**src/sv/csb_pkg.sv**
```systemverilog
// ----------------------------------------------------------------------------
// csb_pkg
// types, sizes and codes of the cursor sequence buffer
// ----------------------------------------------------------------------------
package csb_pkg;

    localparam int CAPACITY   = 64;
    localparam int VALUE_BITS = 32;

    localparam int CNT_W      = $clog2(CAPACITY + 1);
    localparam int GROUP_SIZE = 8;
    localparam int NUM_GROUPS = (CAPACITY + GROUP_SIZE - 1) / GROUP_SIZE;

    localparam int FUNC_W     = 3;
    localparam int IN_DATA_W  = 32;
    localparam int CUR_W      = 32;
    localparam int COUNT_W    = 7;
    localparam int STATUS_W   = 2;

    localparam int OUT_HAS_BIT = 0;
    localparam int OUT_VAL_LSB = 1;
    localparam int OUT_CNT_LSB = OUT_VAL_LSB + CUR_W;
    localparam int OUT_ST_LSB  = OUT_CNT_LSB + COUNT_W;
    localparam int OUT_USED_W  = OUT_ST_LSB + STATUS_W;
    localparam int OUT_DATA_W  = ((OUT_USED_W + 7) / 8) * 8;

    localparam logic [CNT_W-1:0] CAP_CNT = CNT_W'(CAPACITY);

    typedef enum logic [FUNC_W-1:0] {
        FN_START   = 3'd0,
        FN_ADVANCE = 3'd1,
        FN_INSERT  = 3'd2,
        FN_ATTACH  = 3'd3,
        FN_REMOVE  = 3'd4,
        FN_QUERY   = 3'd5
    } t_func;

    typedef enum logic [STATUS_W-1:0] {
        ST_DONE  = 2'd0,
        ST_FULL  = 2'd1,
        ST_NOCUR = 2'd2
    } t_status;

    typedef enum logic [1:0] {
        S_IDLE,
        S_GATHER,
        S_MERGE
    } t_state;

    typedef enum logic [1:0] {
        SH_HOLD,
        SH_UP,
        SH_DOWN
    } t_shift;

    typedef struct packed {
        t_shift                  mode;
        logic [CNT_W-1:0]        pos;
        logic [VALUE_BITS-1:0]   data;
        logic                    tap_en;
        logic [CNT_W-1:0]        tap_pos;
    } t_cell_cmd;

endpackage

```
**src/sv/csb_cell.sv**
```systemverilog
// ----------------------------------------------------------------------------
// csb_cell
// one list slot: holds, shifts up, shifts down or loads a new word
// ----------------------------------------------------------------------------
module csb_cell (
    input  logic                                 i_clk,
    input  logic [csb_pkg::CNT_W-1:0]            i_idx,
    input  csb_pkg::t_cell_cmd                   i_cmd,
    input  logic [csb_pkg::VALUE_BITS-1:0]       i_lower,
    input  logic [csb_pkg::VALUE_BITS-1:0]       i_upper,
    output logic [csb_pkg::VALUE_BITS-1:0]       o_value,
    output logic [csb_pkg::VALUE_BITS-1:0]       o_tap
);

    logic [csb_pkg::VALUE_BITS-1:0] r_value;
    logic [csb_pkg::VALUE_BITS-1:0] n_value;

    always_comb begin
        n_value = r_value;
        case (i_cmd.mode)
            csb_pkg::SH_UP: begin
                if (i_idx > i_cmd.pos) begin
                    n_value = i_lower;
                end else if (i_idx == i_cmd.pos) begin
                    n_value = i_cmd.data;
                end
            end
            csb_pkg::SH_DOWN: begin
                if (i_idx >= i_cmd.pos) begin
                    n_value = i_upper;
                end
            end
            default: begin
                n_value = r_value;
            end
        endcase
    end

    always_ff @(posedge i_clk) begin
        r_value <= n_value;
    end

    assign o_value = r_value;
    assign o_tap   = (i_cmd.tap_en && (i_idx == i_cmd.tap_pos)) ? r_value : '0;

endmodule

```
**config.mk**
```make
export PLATFORM = sky130hd
export DESIGN_NAME = csb_cell
export DESIGN_NICKNAME = d
export VERILOG_FILES = /design/src/sv/csb_pkg.sv /design/src/sv/csb_cell.sv
export SDC_FILE = /design/constraint.sdc
export NUM_CORES = 1
export LEC_CHECK = 0
export BUFFER_PORTS_ARGS = -buffer_cell sky130_fd_sc_hd__buf_4
export CAP_MARGIN = 20
export CORE_ASPECT_RATIO = 0.75
export CORE_UTILIZATION = 48
export CTS_BUF_LIST = sky130_fd_sc_hd__clkbuf_8
export CTS_CLUSTER_DIAMETER = 30
export CTS_CLUSTER_SIZE = 16
export DETAILED_ROUTE_END_ITERATION = 10
export HOLD_SLACK_MARGIN = 0.02
export PLACE_DENSITY = 0.89
export SLEW_MARGIN = 20
export SYNTH_ARGS = -nofsm -noshare
export SYNTH_HDL_FRONTEND = slang
export SYNTH_SLANG_ARGS = --single-unit
```
**constraint.sdc**
```tcl
create_clock -name i_clk -period 8.05 [get_ports i_clk]
set_input_delay 0 -clock i_clk [delete_from_list [all_inputs] [get_ports i_clk]]
set_output_delay 0 -clock i_clk [all_outputs]
set_load 0.01 [all_outputs]
```
Word level (Yosys, flattened, before mapping). Index checks and enable logic that the tools add are counted. W data, S select, Z words.

Magnitude comparators: 2. Equal/unequal tests: 6. Mux-type cells: 5. Reduce and logical (&&, ||, !) cells: 3.

Operators with widths (number): $mux W32 (4); $pmux W32 S2 (1); $eq A7 B7 Y1 (2); $ge A7 B7 Y1 (1); $gt A7 B7 Y1 (1); $ne A3 B3 Y1 const B (1); $reduce_and A3 Y1 (1); $eq A2 B1 Y1 const B (1); $eq A2 B2 Y1 const B (1); $ne A2 B2 Y1 const B (1); $reduce_bool A2 Y1 (1); $logic_and A1 B1 Y1 (1).

Register bits: 32. Output and inout port bits: 64. Word-level logic and storage cells: 17.

Logic depth before layout (Yosys ltp).
Depth after elaboration: 4. Mapped depth: 8. Gate-level depth less buffers: 6.

Least setup slack after synthesis. OpenSTA, ideal clock, no wires.

Path kind: input to register. Start point: in i_cmd[46] (netlist name). End point: reg r_value, in the netlist o_value[0], enable pin. Library setup time: 421 ps. Data arrival time: 2309 ps. Required time: 7629 ps. Path slack: 5320 ps. Stages on the path: 7. Path buffers: 1. Cells stage by stage: inv_1 ha_1 and4_4 and4_1 buf_4 nor4_1 nor2_1.

Cells in the longest elaborated chain, start to end: 3.

Ends and longest elaborated chain: start, declared (RTL line csb_cell.sv:8) `input csb_pkg::t_cell_cmd i_cmd,`; $gt A7 B7 Y1 (tied with other cells) (RTL line csb_cell.sv:22) `if (i_idx > i_cmd.pos) begin`; $ne A3 B3 Y1 (no line) / $ne A2 B2 Y1 (equally long branches); $reduce_and A3 Y1 (no line) *; end signal, assigned (RTL line csb_cell.sv:40) `r_value <= n_value;`; end, declared (RTL line csb_cell.sv:15) `logic [csb_pkg::VALUE_BITS-1:0] r_value;`.

Every way passes the cells marked *; elsewhere a longest branch is shown, timed or not. A chain may end at the register's enable or synchronous reset.

Worst setup path after layout.
Start point: in i_idx[6] (netlist name). End point: reg r_value, in the netlist o_value[23], enable pin.

Cells in the longest elaborated chain, start to end: 3.

Ends and longest elaborated chain: start, declared (RTL line csb_cell.sv:7) `input logic [csb_pkg::CNT_W-1:0] i_idx,`; $gt A7 B7 Y1 (tied with other cells) (RTL line csb_cell.sv:22); $ne A3 B3 Y1 (no line) / $ne A2 B2 Y1 (equally long branches); $reduce_and A3 Y1 (no line) *.

Marks and branches as above.

==> flow_summary_export.csv <==
group,metric,value,unit
outcome,run_status,"finished clean",
pwr,intPower,0.000426,W
clocking,cts.root.buffer_cell,"sky130_fd_sc_hd__clkbuf_8",
sta,report.final.hold_viol_count,0,
route,drt_wl_total,9140,um
pwr,irDropWorstVdd,0.0748,mV
yosys,syn_nets,430,
pwr,power.net_switching,0.000183,W
finish,post_route_cells_drive_above_1_share,0.505,
setup_path,critical_path_arrival,2.54,ns
route,route.vias.total,3113,
clocking,cts.sink_count,32,
yosys,synthAdderAreaFrac,0.0394,
min_path,min-delay-path-class,"primary input to flop",
yosys,synth-async-reset-ratio,0,
run,maxCapViolCount,0,
sta,period_share,0.326,
floorplanning,fp-row-count,23,
yosys,synth.area.mux_share,0,
pwr,seqPwrFrac,0.400,
global_route,via_count_of_the_first_global_routing_pass,2805,
sta,timing.fmax,381,MHz
finish,largest_register_ffs,32,
yosys,synthMostInstantiatedCell,"sky130_fd_sc_hd__nand3_1",
floorplanning,die_w,91.2,um
clocking,h-tree-depth,2,
yosys,synth.lib_cells_used.distinct,25,
finish,insertedDiodeCount,0,
sta,relSlewSlack,0.335,
route,drt_first_iter_violations,213,
setup_path,setup.worst_path.class,"primary input to flop",
yosys,synth_seq_cells,32,
yosys,synthDominantAreaCellType,"sky130_fd_sc_hd__edfxtp_1",
sta,finalMaxSlewViolations,0,
clocking,cts.repair_timing.setup_buffer_count,0,
yosys,number_of_enable_flip_flop_cells_after_synthesis,32,
min_path,min_from,"i_upper[19]",
route,final_antenna_net_count,0,
global_route,global_route_overflow,0,
setup_path,worst_setup_path_start_kind,"primary input",
yosys,synth_simple_gate_area_share,0.276,
finish,final_stage_net_count,592,
global_route,grtUsageTotal,0.283,
floorplanning,floorplan.initialDensity,0.518,
sta,worst_pin_slew,0.997,ns
clocking,tritoncts.num_buffers,5,
yosys,proportion_of_netlist_area_held_by_the_largest_area_contributor,0.336,
global_route,grt_antenna_before_repair,0,
pwr,share_of_power_burned_in_the_clock_network,0.252,
placement,routabilityCongestion,0.838,
route,routed_via_density,5.79,
route,routed_wire_length_per_instance,17.0,um
route,post-route-drc-count,0,
placement,hpwl,6790,um
global_route,grt_start_max_net_pins,67,
global_route,global_route_wire_length_before_repair,13800,um
clocking,clk_pin_slew_worst_paths,0.07,ns
setup_path,crit_fanout,33,
yosys,synth_seq_area_share,0.336,
finish,num-fill-cells,380,
clocking,clock_tree_from_tritoncts,"done",
yosys,area_share_of_xor_xnor_cells_in_the_synthesized_design,0.0214,
yosys,yosys_warnings,0,
sta,hold_ws,0.0389,ns
sta,timing.setup.tns,0,ns
yosys,post_synth_instance_area,2860,sq um
yosys,syn_area_per_cell,9.54,sq um
yosys,synth_compound_gate_area_share,0.249,
yosys,synth_top_family_by_area,"simple AND/OR/NAND/NOR gates",
min_path,hold-path-endpoint,"o_value[19]",
placement,placed_cells_incl_taps,530,
sta,finalSetupViolations,0,
floorplanning,die_outline_height,68.9,um
floorplanning,die_area,6280,sq um
setup_path,element_type_at_the_critical_path_end,"flop",
pwr,power.share.switching,0.301,
floorplanning,num_io_pins,185,
placement,io_buffers,184,
finish,stdcell_count,538,
min_path,hold-path-cell-count,3,
sta,final_period_minus_worst_setup_slack,2.63,ns
finish,area_delta_synth_final,50.8,%
pwr,comb_power_share,0.348,
floorplanning,core,5530,sq um
finish,multi_input_comb_area,1710,sq um
yosys,synthTopCellsByArea,"sky130_fd_sc_hd__edfxtp_1 34%, sky130_fd_sc_hd__a22oi_2 13%, sky130_fd_sc_hd__nand3_1 11%, sky130_fd_sc_hd__o2111ai_1 9.8%, sky130_fd_sc_hd__and2_1 7.0%",
yosys,synth_common_cells,"64 x sky130_fd_sc_hd__nand3_1, 32 x sky130_fd_sc_hd__and2_1, 32 x sky130_fd_sc_hd__edfxtp_1, 32 x sky130_fd_sc_hd__nor2b_1, 32 x sky130_fd_sc_hd__o2111ai_1",
yosys,syn-instance-count,300,
pwr,pwr_density_cell,141,nW/um^2
clocking,cts_resized,0,
yosys,synthFlopType,"sky130_fd_sc_hd__edfxtp_1",
route,drt-pass1-iter-count,5,
clocking,clockBufferDepth,2,
sta,rsz_0062_raised_after_global_routing,"no",
finish,ff_latch_area,961,sq um
clocking,ctsHoldBuffers,0,
setup_path,timing.critical_path.required,7.96,ns
pwr,leakage,1.89,nW
==> how the worst max path moves through the flow <==
stage	startpoint	to	slack, ns	cells after the start
CTS	i_idx[2]	o_value[28]	5.40	6
global route	i_idx[6]	o_value[22]	5.28	6
global placement	i_idx[6]	o_value[22]	5.20	6
detailed placement	i_idx[6]	o_value[22]	5.12	6
floorplan	i_cmd[46]	o_value[0]	5.32	7
finish	i_idx[6]	o_value[23]	5.42	6
==> kinds of logic (layout without fill, tap and decap cells) <==
logic type               count (synthesis)  in the layout
AO/OA/AOI/OAI                           71             71
XOR/XNOR                                 7              7
adder cells (fa/ha/maj)                  9              9
buffers and inverters                   42            205
flip-flops                              32             32
AND/OR/NAND/NOR                        139            139
==> layer usage <==
metal | global-route usage | wire [um] | vias up
met5 | 0 | 0 | -
met4 | 0.0853 | 159 | 0
li1 | - | - | 1469
met3 | 0.0450 | 760 | 20
met1 | 0.352 | 3660 | 1425
met2 | 0.518 | 4570 | 199
==> critical path, stage by stage <==
cell and delay [ns]:
sky130_fd_sc_hd__buf_4 0.12, sky130_fd_sc_hd__ha_1 0.32, sky130_fd_sc_hd__and4_4 0.27, sky130_fd_sc_hd__and4_2 0.91
sky130_fd_sc_hd__nor4_1 0.19, sky130_fd_sc_hd__nor2_4 0.72
==> power groups by stage <==
stage / sequential (W) / combinational [W] / clock [W]
3_5_place_dp: 0.000247 / 0.000210 / 0
4_1_cts: 0.000244 / 0.000211 / 0.000153
5_1_grt: 0.000248 / 0.000228 / 0.000160
2_1_floorplan: 0.000256 / 0.0000833 / 0
3_3_place_gp: 0.000246 / 0.000205 / 0
6_report: 0.000244 / 0.000212 / 0.000153
==> cell type report <==
type                            count  share of cell area
Timing Repair Buffer              187               0.325
Clock buffer                        5              0.0159
Inverter                           10             0.00870
Sequential cell                    32               0.223
Tap cell                           75              0.0217
Clock inverter                      3             0.00986
Multi-Input combinational cell    226               0.396
==> cells in the final DEF, fill, tap and decap left out, types with 2 or more instances in the layout <==
master	Yosys	layout
sky130_fd_sc_hd__xnor2_1	7	7
sky130_fd_sc_hd__clkbuf_8	0	5
sky130_fd_sc_hd__nand4_1	3	3
sky130_fd_sc_hd__nor2b_1	32	32
sky130_fd_sc_hd__a21oi_1	2	2
sky130_fd_sc_hd__a22oi_2	30	30
sky130_fd_sc_hd__o2111ai_1	32	32
sky130_fd_sc_hd__inv_1	10	10
sky130_fd_sc_hd__ha_1	9	8
sky130_fd_sc_hd__a22oi_1	2	2
sky130_fd_sc_hd__nand3_1	64	64
sky130_fd_sc_hd__buf_4	5	187
sky130_fd_sc_hd__edfxtp_1	32	32
sky130_fd_sc_hd__o21a_2	0	2
sky130_fd_sc_hd__and2_1	32	32
==> through the flow <==
stage | setup slack, ns | instance area (sq um) | total power, W | util
detailed placement | 5.12 | 4200 | 0.000458 | 0.760
CTS | 5.40 | 4310 | 0.000607 | 0.781
finish | 5.42 | 4320 | 0.000609 | 0.781
global placement | 5.20 | 4190 | 0.000451 | 0.759
floorplan | 5.32 | 2860 | 0.000340 | -
global route | 5.28 | 4320 | 0.000635 | 0.781
(Power assumes the default switching activity.)
