<file path="src/sv/csb_pkg.sv">
// ----------------------------------------------------------------------------
// csb_pkg
// types, sizes and codes of the cursor sequence buffer
// ----------------------------------------------------------------------------
package csb_pkg;

    localparam int CAPACITY   = 64;
    localparam int VALUE_BITS = 32;

    localparam int CNT_W      = $clog2(CAPACITY + 1);
    localparam int GROUP_SIZE = 8;
    localparam int NUM_GROUPS = (CAPACITY + GROUP_SIZE - 1) / GROUP_SIZE;

    localparam int FUNC_W     = 3;
    localparam int IN_DATA_W  = 32;
    localparam int CUR_W      = 32;
    localparam int COUNT_W    = 7;
    localparam int STATUS_W   = 2;

    localparam int OUT_HAS_BIT = 0;
    localparam int OUT_VAL_LSB = 1;
    localparam int OUT_CNT_LSB = OUT_VAL_LSB + CUR_W;
    localparam int OUT_ST_LSB  = OUT_CNT_LSB + COUNT_W;
    localparam int OUT_USED_W  = OUT_ST_LSB + STATUS_W;
    localparam int OUT_DATA_W  = ((OUT_USED_W + 7) / 8) * 8;

    localparam logic [CNT_W-1:0] CAP_CNT = CNT_W'(CAPACITY);

    typedef enum logic [FUNC_W-1:0] {
        FN_START   = 3'd0,
        FN_ADVANCE = 3'd1,
        FN_INSERT  = 3'd2,
        FN_ATTACH  = 3'd3,
        FN_REMOVE  = 3'd4,
        FN_QUERY   = 3'd5
    } t_func;

    typedef enum logic [STATUS_W-1:0] {
        ST_DONE  = 2'd0,
        ST_FULL  = 2'd1,
        ST_NOCUR = 2'd2
    } t_status;

    typedef enum logic [1:0] {
        S_IDLE,
        S_GATHER,
        S_MERGE
    } t_state;

    typedef enum logic [1:0] {
        SH_HOLD,
        SH_UP,
        SH_DOWN
    } t_shift;

    typedef struct packed {
        t_shift                  mode;
        logic [CNT_W-1:0]        pos;
        logic [VALUE_BITS-1:0]   data;
        logic                    tap_en;
        logic [CNT_W-1:0]        tap_pos;
    } t_cell_cmd;

endpackage

</file>
<file path="src/sv/csb_ctrl.sv">
// ----------------------------------------------------------------------------
// csb_ctrl
// cursor and count bookkeeping, shift commands and result handshake
// ----------------------------------------------------------------------------
module csb_ctrl (
    input  logic                                 i_clk,
    input  logic                                 i_rst_n,
    input  logic                                 i_in_valid,
    output logic                                 o_in_ready,
    input  logic [csb_pkg::FUNC_W-1:0]           i_in_func,
    input  logic [csb_pkg::IN_DATA_W-1:0]        i_in_data,
    output logic                                 o_out_valid,
    input  logic                                 i_out_ready,
    output logic [csb_pkg::OUT_DATA_W-1:0]       o_out_data,
    input  logic [csb_pkg::VALUE_BITS-1:0]       i_cur_value,
    output csb_pkg::t_cell_cmd                   o_cmd,
    output logic                                 o_gather
);

    csb_pkg::t_state                r_state;
    csb_pkg::t_state                n_state;
    logic [csb_pkg::CNT_W-1:0]      r_cursor;
    logic [csb_pkg::CNT_W-1:0]      n_cursor;
    logic [csb_pkg::CNT_W-1:0]      r_count;
    logic [csb_pkg::CNT_W-1:0]      n_count;
    logic                           r_has;
    logic                           n_has;
    csb_pkg::t_status               r_status;
    csb_pkg::t_status               n_status;
    logic                           r_out_valid;
    logic [csb_pkg::OUT_DATA_W-1:0] r_out_data;
    logic [csb_pkg::OUT_DATA_W-1:0] n_out_data;
    logic                           w_accept;
    logic                           w_load;
    logic                           w_present;
    logic                           w_full;

    assign w_accept  = i_in_valid && o_in_ready;
    assign w_present = r_cursor < r_count;
    assign w_full    = r_count == csb_pkg::CAP_CNT;

    // next state
    always_comb begin
        n_state = r_state;
        case (r_state)
            csb_pkg::S_IDLE: begin
                if (i_in_valid) begin
                    n_state = csb_pkg::S_GATHER;
                end
            end
            csb_pkg::S_GATHER: begin
                n_state = csb_pkg::S_MERGE;
            end
            csb_pkg::S_MERGE: begin
                if (!r_out_valid || i_out_ready) begin
                    n_state = csb_pkg::S_IDLE;
                end
            end
            default: begin
                n_state = csb_pkg::S_IDLE;
            end
        endcase
    end

    // state outputs
    always_comb begin
        o_in_ready = 1'b0;
        o_gather   = 1'b0;
        w_load     = 1'b0;
        case (r_state)
            csb_pkg::S_IDLE: begin
                o_in_ready = 1'b1;
            end
            csb_pkg::S_GATHER: begin
                o_gather = 1'b1;
            end
            csb_pkg::S_MERGE: begin
                w_load = !r_out_valid || i_out_ready;
            end
            default: begin
                o_in_ready = 1'b0;
            end
        endcase
    end

    // list operation
    always_comb begin
        n_cursor       = r_cursor;
        n_count        = r_count;
        n_status       = csb_pkg::ST_DONE;
        o_cmd.mode     = csb_pkg::SH_HOLD;
        o_cmd.pos      = r_cursor;
        o_cmd.data     = csb_pkg::VALUE_BITS'(i_in_data);
        o_cmd.tap_en   = r_has;
        o_cmd.tap_pos  = r_cursor;
        if (w_accept) begin
            case (csb_pkg::t_func'(i_in_func))
                csb_pkg::FN_START: begin
                    n_cursor = '0;
                end
                csb_pkg::FN_ADVANCE: begin
                    if (!w_present) begin
                        n_status = csb_pkg::ST_NOCUR;
                    end else begin
                        n_cursor = csb_pkg::CNT_W'(r_cursor + 1'b1);
                    end
                end
                csb_pkg::FN_INSERT: begin
                    if (w_full) begin
                        n_status = csb_pkg::ST_FULL;
                    end else begin
                        n_cursor   = w_present ? r_cursor : '0;
                        n_count    = csb_pkg::CNT_W'(r_count + 1'b1);
                        o_cmd.mode = csb_pkg::SH_UP;
                        o_cmd.pos  = n_cursor;
                    end
                end
                csb_pkg::FN_ATTACH: begin
                    if (w_full) begin
                        n_status = csb_pkg::ST_FULL;
                    end else begin
                        n_cursor   = w_present ? csb_pkg::CNT_W'(r_cursor + 1'b1) : r_count;
                        n_count    = csb_pkg::CNT_W'(r_count + 1'b1);
                        o_cmd.mode = csb_pkg::SH_UP;
                        o_cmd.pos  = n_cursor;
                    end
                end
                csb_pkg::FN_REMOVE: begin
                    if (!w_present) begin
                        n_status = csb_pkg::ST_NOCUR;
                    end else begin
                        n_count    = csb_pkg::CNT_W'(r_count - 1'b1);
                        o_cmd.mode = csb_pkg::SH_DOWN;
                        o_cmd.pos  = r_cursor;
                    end
                end
                default: begin
                    n_cursor = r_cursor;
                end
            endcase
        end
        n_has = n_cursor < n_count;
    end

    always_ff @(posedge i_clk) begin
        if (!i_rst_n) begin
            r_state     <= csb_pkg::S_IDLE;
            r_cursor    <= '0;
            r_count     <= '0;
            r_has       <= 1'b0;
            r_status    <= csb_pkg::ST_DONE;
            r_out_valid <= 1'b0;
        end else begin
            r_state <= n_state;
            if (w_accept) begin
                r_cursor <= n_cursor;
                r_count  <= n_count;
                r_has    <= n_has;
                r_status <= n_status;
            end
            if (w_load) begin
                r_out_valid <= 1'b1;
            end else if (i_out_ready) begin
                r_out_valid <= 1'b0;
            end
        end
    end

    always_comb begin
        n_out_data = '0;
        n_out_data[csb_pkg::OUT_HAS_BIT] = r_has;
        n_out_data[csb_pkg::OUT_VAL_LSB +: csb_pkg::CUR_W] = csb_pkg::CUR_W'(i_cur_value);
        n_out_data[csb_pkg::OUT_CNT_LSB +: csb_pkg::COUNT_W] = csb_pkg::COUNT_W'(r_count);
        n_out_data[csb_pkg::OUT_ST_LSB +: csb_pkg::STATUS_W] = r_status;
    end

    always_ff @(posedge i_clk) begin
        if (w_load) begin
            r_out_data <= n_out_data;
        end
    end

    assign o_out_valid = r_out_valid;
    assign o_out_data  = r_out_data;

endmodule

</file>
<file path="config.mk">
export PLATFORM = sky130hd
export DESIGN_NAME = csb_ctrl
export DESIGN_NICKNAME = d
export VERILOG_FILES = /design/src/sv/csb_pkg.sv /design/src/sv/csb_ctrl.sv
export SDC_FILE = /design/constraint.sdc
export NUM_CORES = 1
export LEC_CHECK = 0
export BUFFER_PORTS_ARGS = -buffer_cell sky130_fd_sc_hd__clkbuf_2
export CORE_MARGIN = 2
export CORE_UTILIZATION = 47
export CTS_CLUSTER_SIZE = 14
export DETAILED_ROUTE_END_ITERATION = 8
export PLACE_DENSITY = 0.87
export SYNTH_ARGS = -nofsm -noshare
export SYNTH_HDL_FRONTEND = slang
export SYNTH_SLANG_ARGS = --single-unit
export TNS_END_PERCENT = 5
</file>
<file path="constraint.sdc">
create_clock -name i_clk -period 4.95 [get_ports i_clk]
set_input_delay 0.7425 -clock i_clk [delete_from_list [all_inputs] [get_ports i_clk]]
set_output_delay 0.7425 -clock i_clk [all_outputs]
set_load 0.03 [all_outputs]
</file>
### Yosys cells after proc, flatten, opt, wreduce, memory -nomap -nowiden

Index checks and enable logic that the tools add are counted.

* add/sub/neg operators: 3
* multiply operators: 0
* div/mod/pow operators: 0
* magnitude comparators: 2
* eq/ne operators: 9
* shifts and indexed selects: 0
* mux-type cells: 27
* bitwise logic cells: 0
* reduce and logical (&&, ||, !) cells: 9

Operator list (count)
* 2-to-1 mux 7 bit: 9
* case mux 7 bit (4 select lines): 1
* case mux 9 bit (3 select lines): 1
* 2-to-1 mux 9 bit: 2
* 2-to-1 mux 8 bit: 2
* adder 7 x 1 -> 7 bit, second input constant: 2
* < comparator 7 bit: 2
* case mux 7 bit (2 select lines): 1
* equality test 7 bit, second input constant: 1
* subtractor 7 x 1 -> 7 bit, second input constant: 1
* equality test 3 x 2 -> 1 bit, second input constant: 2
* 2-to-1 mux 1 bit: 6
* 2-to-1 mux 2 bit: 3
* case mux 2 bit (3 select lines): 1
* != test 2 bit, second input constant: 2
* case mux 2 bit (2 select lines): 1
* OR reduction 2 bit: 2
* equality test 3 x 1 -> 1 bit, second input constant: 1
* equality test 3 bit, second input constant: 1
* logical NOT 3 bit: 1
* equality test 2 x 1 -> 1 bit, second input constant: 1
* equality test 2 bit, second input constant: 1
* logical NOT 2 bit: 1
* AND reduction 2 bit: 1
* 4 further kinds: 4

* flip-flop bits (word level): 62
* latch bits: 0
* bits in writable memories: 0
* ROM bits: 0
* memories kept: 0

### Depth between registers and ports, before layout

* word-level depth: 6
* mapped depth: 18
* gate-level depth less buffers: 16

### Least setup slack after synthesis

OpenSTA, ideal clock, no wires.

* kind: register -> register
* start: reg r_cursor[5] (netlist name)
* end: reg r_has
* setup time: 70 ps
* arrival: 3547 ps
* data required time: 4880 ps
* path slack: 1333 ps
* cell stages (with the launch flop): 15
* path buffers: 0
* period minus slack after synthesis: 3617 ps
* path through: dfxtp_1 ha_1 o21ai_0 o21bai_1 a21o_1 or4_1 o311ai_1 nand3_1 ha_1 a21o_1 a21o_1 a2111o_1 o21ai_0 nor2_1 a21oi_1

* word-level cells in the longest chain between the ends: 6
* elaborated cells between the ends (all ways): 13

Ends and longest elaborated chain
* start, declared: line csb_ctrl.sv:22 `logic [csb_pkg::CNT_W-1:0] r_cursor;`
* start signal, assigned: line csb_ctrl.sv:156 `r_cursor <= n_cursor;`
* < comparator 7 bit (*): line csb_ctrl.sv:39 `assign w_present = r_cursor < r_count;`
* 2-to-1 mux 7 bit (on tied branches): line csb_ctrl.sv:122, csb_ctrl.sv:112
* 2-to-1 mux 7 bit (on tied branches): line csb_ctrl.sv:119, csb_ctrl.sv:109
* case mux 7 bit (4 select lines) (*): line csb_ctrl.sv:97 `case (csb_pkg::t_func'(i_in_func))`
* 2-to-1 mux 7 bit (*): line csb_ctrl.sv:96 `if (w_accept) begin`
* net n_cursor, one bit: line csb_ctrl.sv:23 `logic [csb_pkg::CNT_W-1:0] n_cursor;`
* < comparator 7 bit (*): line csb_ctrl.sv:142 `n_has = n_cursor < n_count;`
* end signal, assigned: line csb_ctrl.sv:158 `r_has <= n_has;`
* end, declared: line csb_ctrl.sv:26 `logic r_has;`

Mark *: on every way through the listed nets, which the timed path passes. The rest lies on a longest branch.
A chain may end at the register's enable or synchronous reset.

### Final worst setup path

* start: reg r_count[4] (netlist name)
* end: reg r_has

* word-level cells in the longest chain between the ends: 6
* elaborated cells between the ends (all ways): 16

Ends and longest elaborated chain
* start, declared: line csb_ctrl.sv:24 `logic [csb_pkg::CNT_W-1:0] r_count;`
* start signal, assigned: line csb_ctrl.sv:157 `r_count <= n_count;`
* < comparator 7 bit: line csb_ctrl.sv:39
* 2-to-1 mux 7 bit (on tied branches): line csb_ctrl.sv:122, csb_ctrl.sv:112
* 2-to-1 mux 7 bit (on tied branches): line csb_ctrl.sv:119, csb_ctrl.sv:109
* case mux 7 bit (4 select lines) (*): line csb_ctrl.sv:97
* 2-to-1 mux 7 bit (*): line csb_ctrl.sv:96
* net n_cursor, one bit: line csb_ctrl.sv:23
* < comparator 7 bit (*): line csb_ctrl.sv:142

Marked as above.

==> impl_metrics.toml <==
[run]
drv_cap = 0

[place]
hpwlAfterDp_um = 7280
numPortBuffers = 100
place_congestion = 1.05
dpl_cell_area_mm2 = 0.00392

[yosys]
synthCells = 369
async_flop_share_pct = 0
synth_top_cell_area_share_pct = 35.0
synth_ff_type = "edfxtp_1"
synth_edf_count = 42
synth_area_leaders = "edfxtp_1, dfxtp_1, buf_4"
synth_cell_types = 58
yosysSeqAreaShare_pct = 46.1
yosys_warnings = 0
synth_seq_cells = 62
yosysTopAreaCell = "edfxtp_1"
avgSynthCellArea_um2 = 9.78
syn_area_mm2 = 0.00361

[floorplan]
initial_core_util_pct = 49.2
dieArea_mm2 = 0.00839
fp.dieH_um = 91.6
core-area_mm2 = 0.00733
num_rows = 31
dieWidth_um = 91.6
ios = 171

[layout]
nets = 522
n_antenna_cell = 0
area_delta_synth_final_pct = 14.7
design_area_mm2 = 0.00414
drive_above_1_share_pct = 29.8
utilization_pct = 56.5

[critical_path]
worst-r2r-setup-slack_ps = 590
crit-reg2reg-launch = "r_count[4]$_SDFFE_PN0P_"
ff2ff_path_depth = 16
path_max_fanout = 21
critPathCaptureType = "flip-flop"
critPathLaunchType = "flip-flop"
cp.arrival_ps = 4620
required_ps = 5210
rr_endpoint = "r_has$_SDFFE_PN0P_"
path_class = "flip-flop to flip-flop"

[power_and_ir_drop]
vdd_ir_drop_max_uv = 117
power_uw = 1220
power_density_mw_per_mm2 = 295
p_leak_uw = 0.00172

[global_route]
overflow = 0
grt_pass1_vias = 3039
grt_pass1_wl_um = 15500
grt_antenna_before_repair = 0
grtUsageTotal_pct = 23.2
grt_start_max_net_pins = 43

[clock_tree]
clkLatencyLatePin_ps = 330
cts_max_path_buffers = 2
cts-resized-gates = 0
numCtsBuffers = 9
tritoncts = "built"
clkTransAtPathRegs_ps = 80
post_cts_buffers = 0
cts_max_level = 3
clock-sinks = 62
root_buffer = "clkbuf_8"
cts-hold-fix-buffers = 0

[timing]
maxSlewHeadroom_pct = 26.1
hold_viol = 0
tns_ps = 0
worst_pin_slew_ps = 1110
rsz0062_at_grt = "false"
skew_ps = 11.1
holdWs_ps = 435
finalCriticalPeriod_ps = 4360
setup_viol = 0
slew_violations = 0
final.period_utilization_pct = 88.1
max_freq_ghz = 0.229

[routing]
vias = 3205
antenna_left = 0
avgRoutedWirePerCell_um = 18.3
drt-initial-drc-count = 354
wl_um = 9850
via_per_inst = 5.95
first_pass_iters = 5
drc = 0

[hold_path]
holdPathEnd = "o_out_data[40]$_DFFE_PP_"
worstHoldPathType = "flip-flop to flip-flop"
hold_depth = 0
hold_start = "r_status[0]$_SDFFE_PN0P_"

[outcome]
status = "completed"
## report_power, final
part	internal, uW	leakage [uW]	switching [uW]
Combinational	49.6	0.00106	110
Clock	294	0.000111	194
Sequential	566	0.000547	7.54
## per-layer routing
| layer | wire length (um) | track usage, % | part of all wire, % |
|---|---|---|---|
| met5 | 0 | 0 | 0 |
| met3 | 1090 | 7.22 | 11 |
| met4 | 216 | 9.47 | 2.2 |
| met1 | 4070 | 29.9 | 41 |
| met2 | 4470 | 36.3 | 45 |
## flip-flops by register name, summed over array words and instances, names as in the netlist
register	count
o_out_data	42
r_count	7
r_cursor	7
r_state	2
r_status	2
o_out_valid	1
r_has	1
## cells in the mapped netlist (5+ instances only)
library cell and n:
nor3_1 5, dfxtp_1 20, nor2_1 26, ha_1 16
nand3_1 14, a21oi_1 21, nor2b_1 5, and3_1 10
a31oi_1 5, buf_4 39, edfxtp_1 42, inv_1 8
mux2i_1 6, nand2_1 27, a211oi_1 5, o211ai_1 6
o21ai_0 30, clkbuf_1 11
## cell families after synthesis
family	after synthesis	synth area share, %
xor+xnor	2	0.486
simple gates	115	16.3
other cells	1	0.104
mux	7	1.98
fa+ha+maj	16	5.55
flops	62	46.1
buf+inv	66	11.5
compound gates	100	18.0
## placed cells by master (no fill, tap or decap), types with 14 or more instances in the layout
cell type,Yosys,layout
clkbuf_2,0,100
edfxtp_1,42,42
o21ai_0,30,30
nand2_1,27,27
nor2_1,26,26
a21oi_1,21,21
dfxtp_1,20,20
ha_1,16,16
nand3_1,14,14
## worst max-delay path by stage
stage | end | from | slack [ps] | depth (start not counted)
CTS | o_cmd[42] | r_count[4]$_SDFFE_PN0P_ | 750 | 10
global placement | r_has$_SDFFE_PN0P_ | r_cursor[4]$_SDFFE_PN0P_ | 940 | 14
finish | r_has$_SDFFE_PN0P_ | r_count[4]$_SDFFE_PN0P_ | 590 | 16
global route | r_has$_SDFFE_PN0P_ | r_count[4]$_SDFFE_PN0P_ | 360 | 16
floorplan | r_has$_SDFFE_PN0P_ | r_cursor[5]$_SDFFE_PN0P_ | 1330 | 14
detailed placement | r_has$_SDFFE_PN0P_ | r_count[4]$_SDFFE_PN0P_ | 790 | 16
## critical path, cell delays in order, from the launching register on
cell	delay (ps)
dfxtp_1	470
inv_1	150
ha_1	310
a211oi_1	280
o21bai_1	140
a21o_1	350
clkinv_2	350
nor2_1	120
a221oi_1	420
nand2_1	180
ha_1	210
a21o_1	180
a21o_1	170
a2111o_1	430
o21ai_0	270
nor2_1	90
a21oi_1	140
## layout make-up
type | count | area (um^2)
Tap cell | 99 | 124
Timing Repair Buffer | 105 | 538
Clock inverter | 5 | 73.8
Sequential cell | 62 | 1660
Fill cell | 640 | 3190
Multi-Input combinational cell | 246 | 1560
Clock buffer | 11 | 141
Inverter | 11 | 42.5
## metrics by stage
step	setup slack, ps	cells
2_1_floorplan	1330	374
3_3_place_gp	936	523
3_5_place_dp	793	523
4_1_cts	748	539
5_1_grt	356	539
6_report	590	539
(Power assumes the default switching activity.)
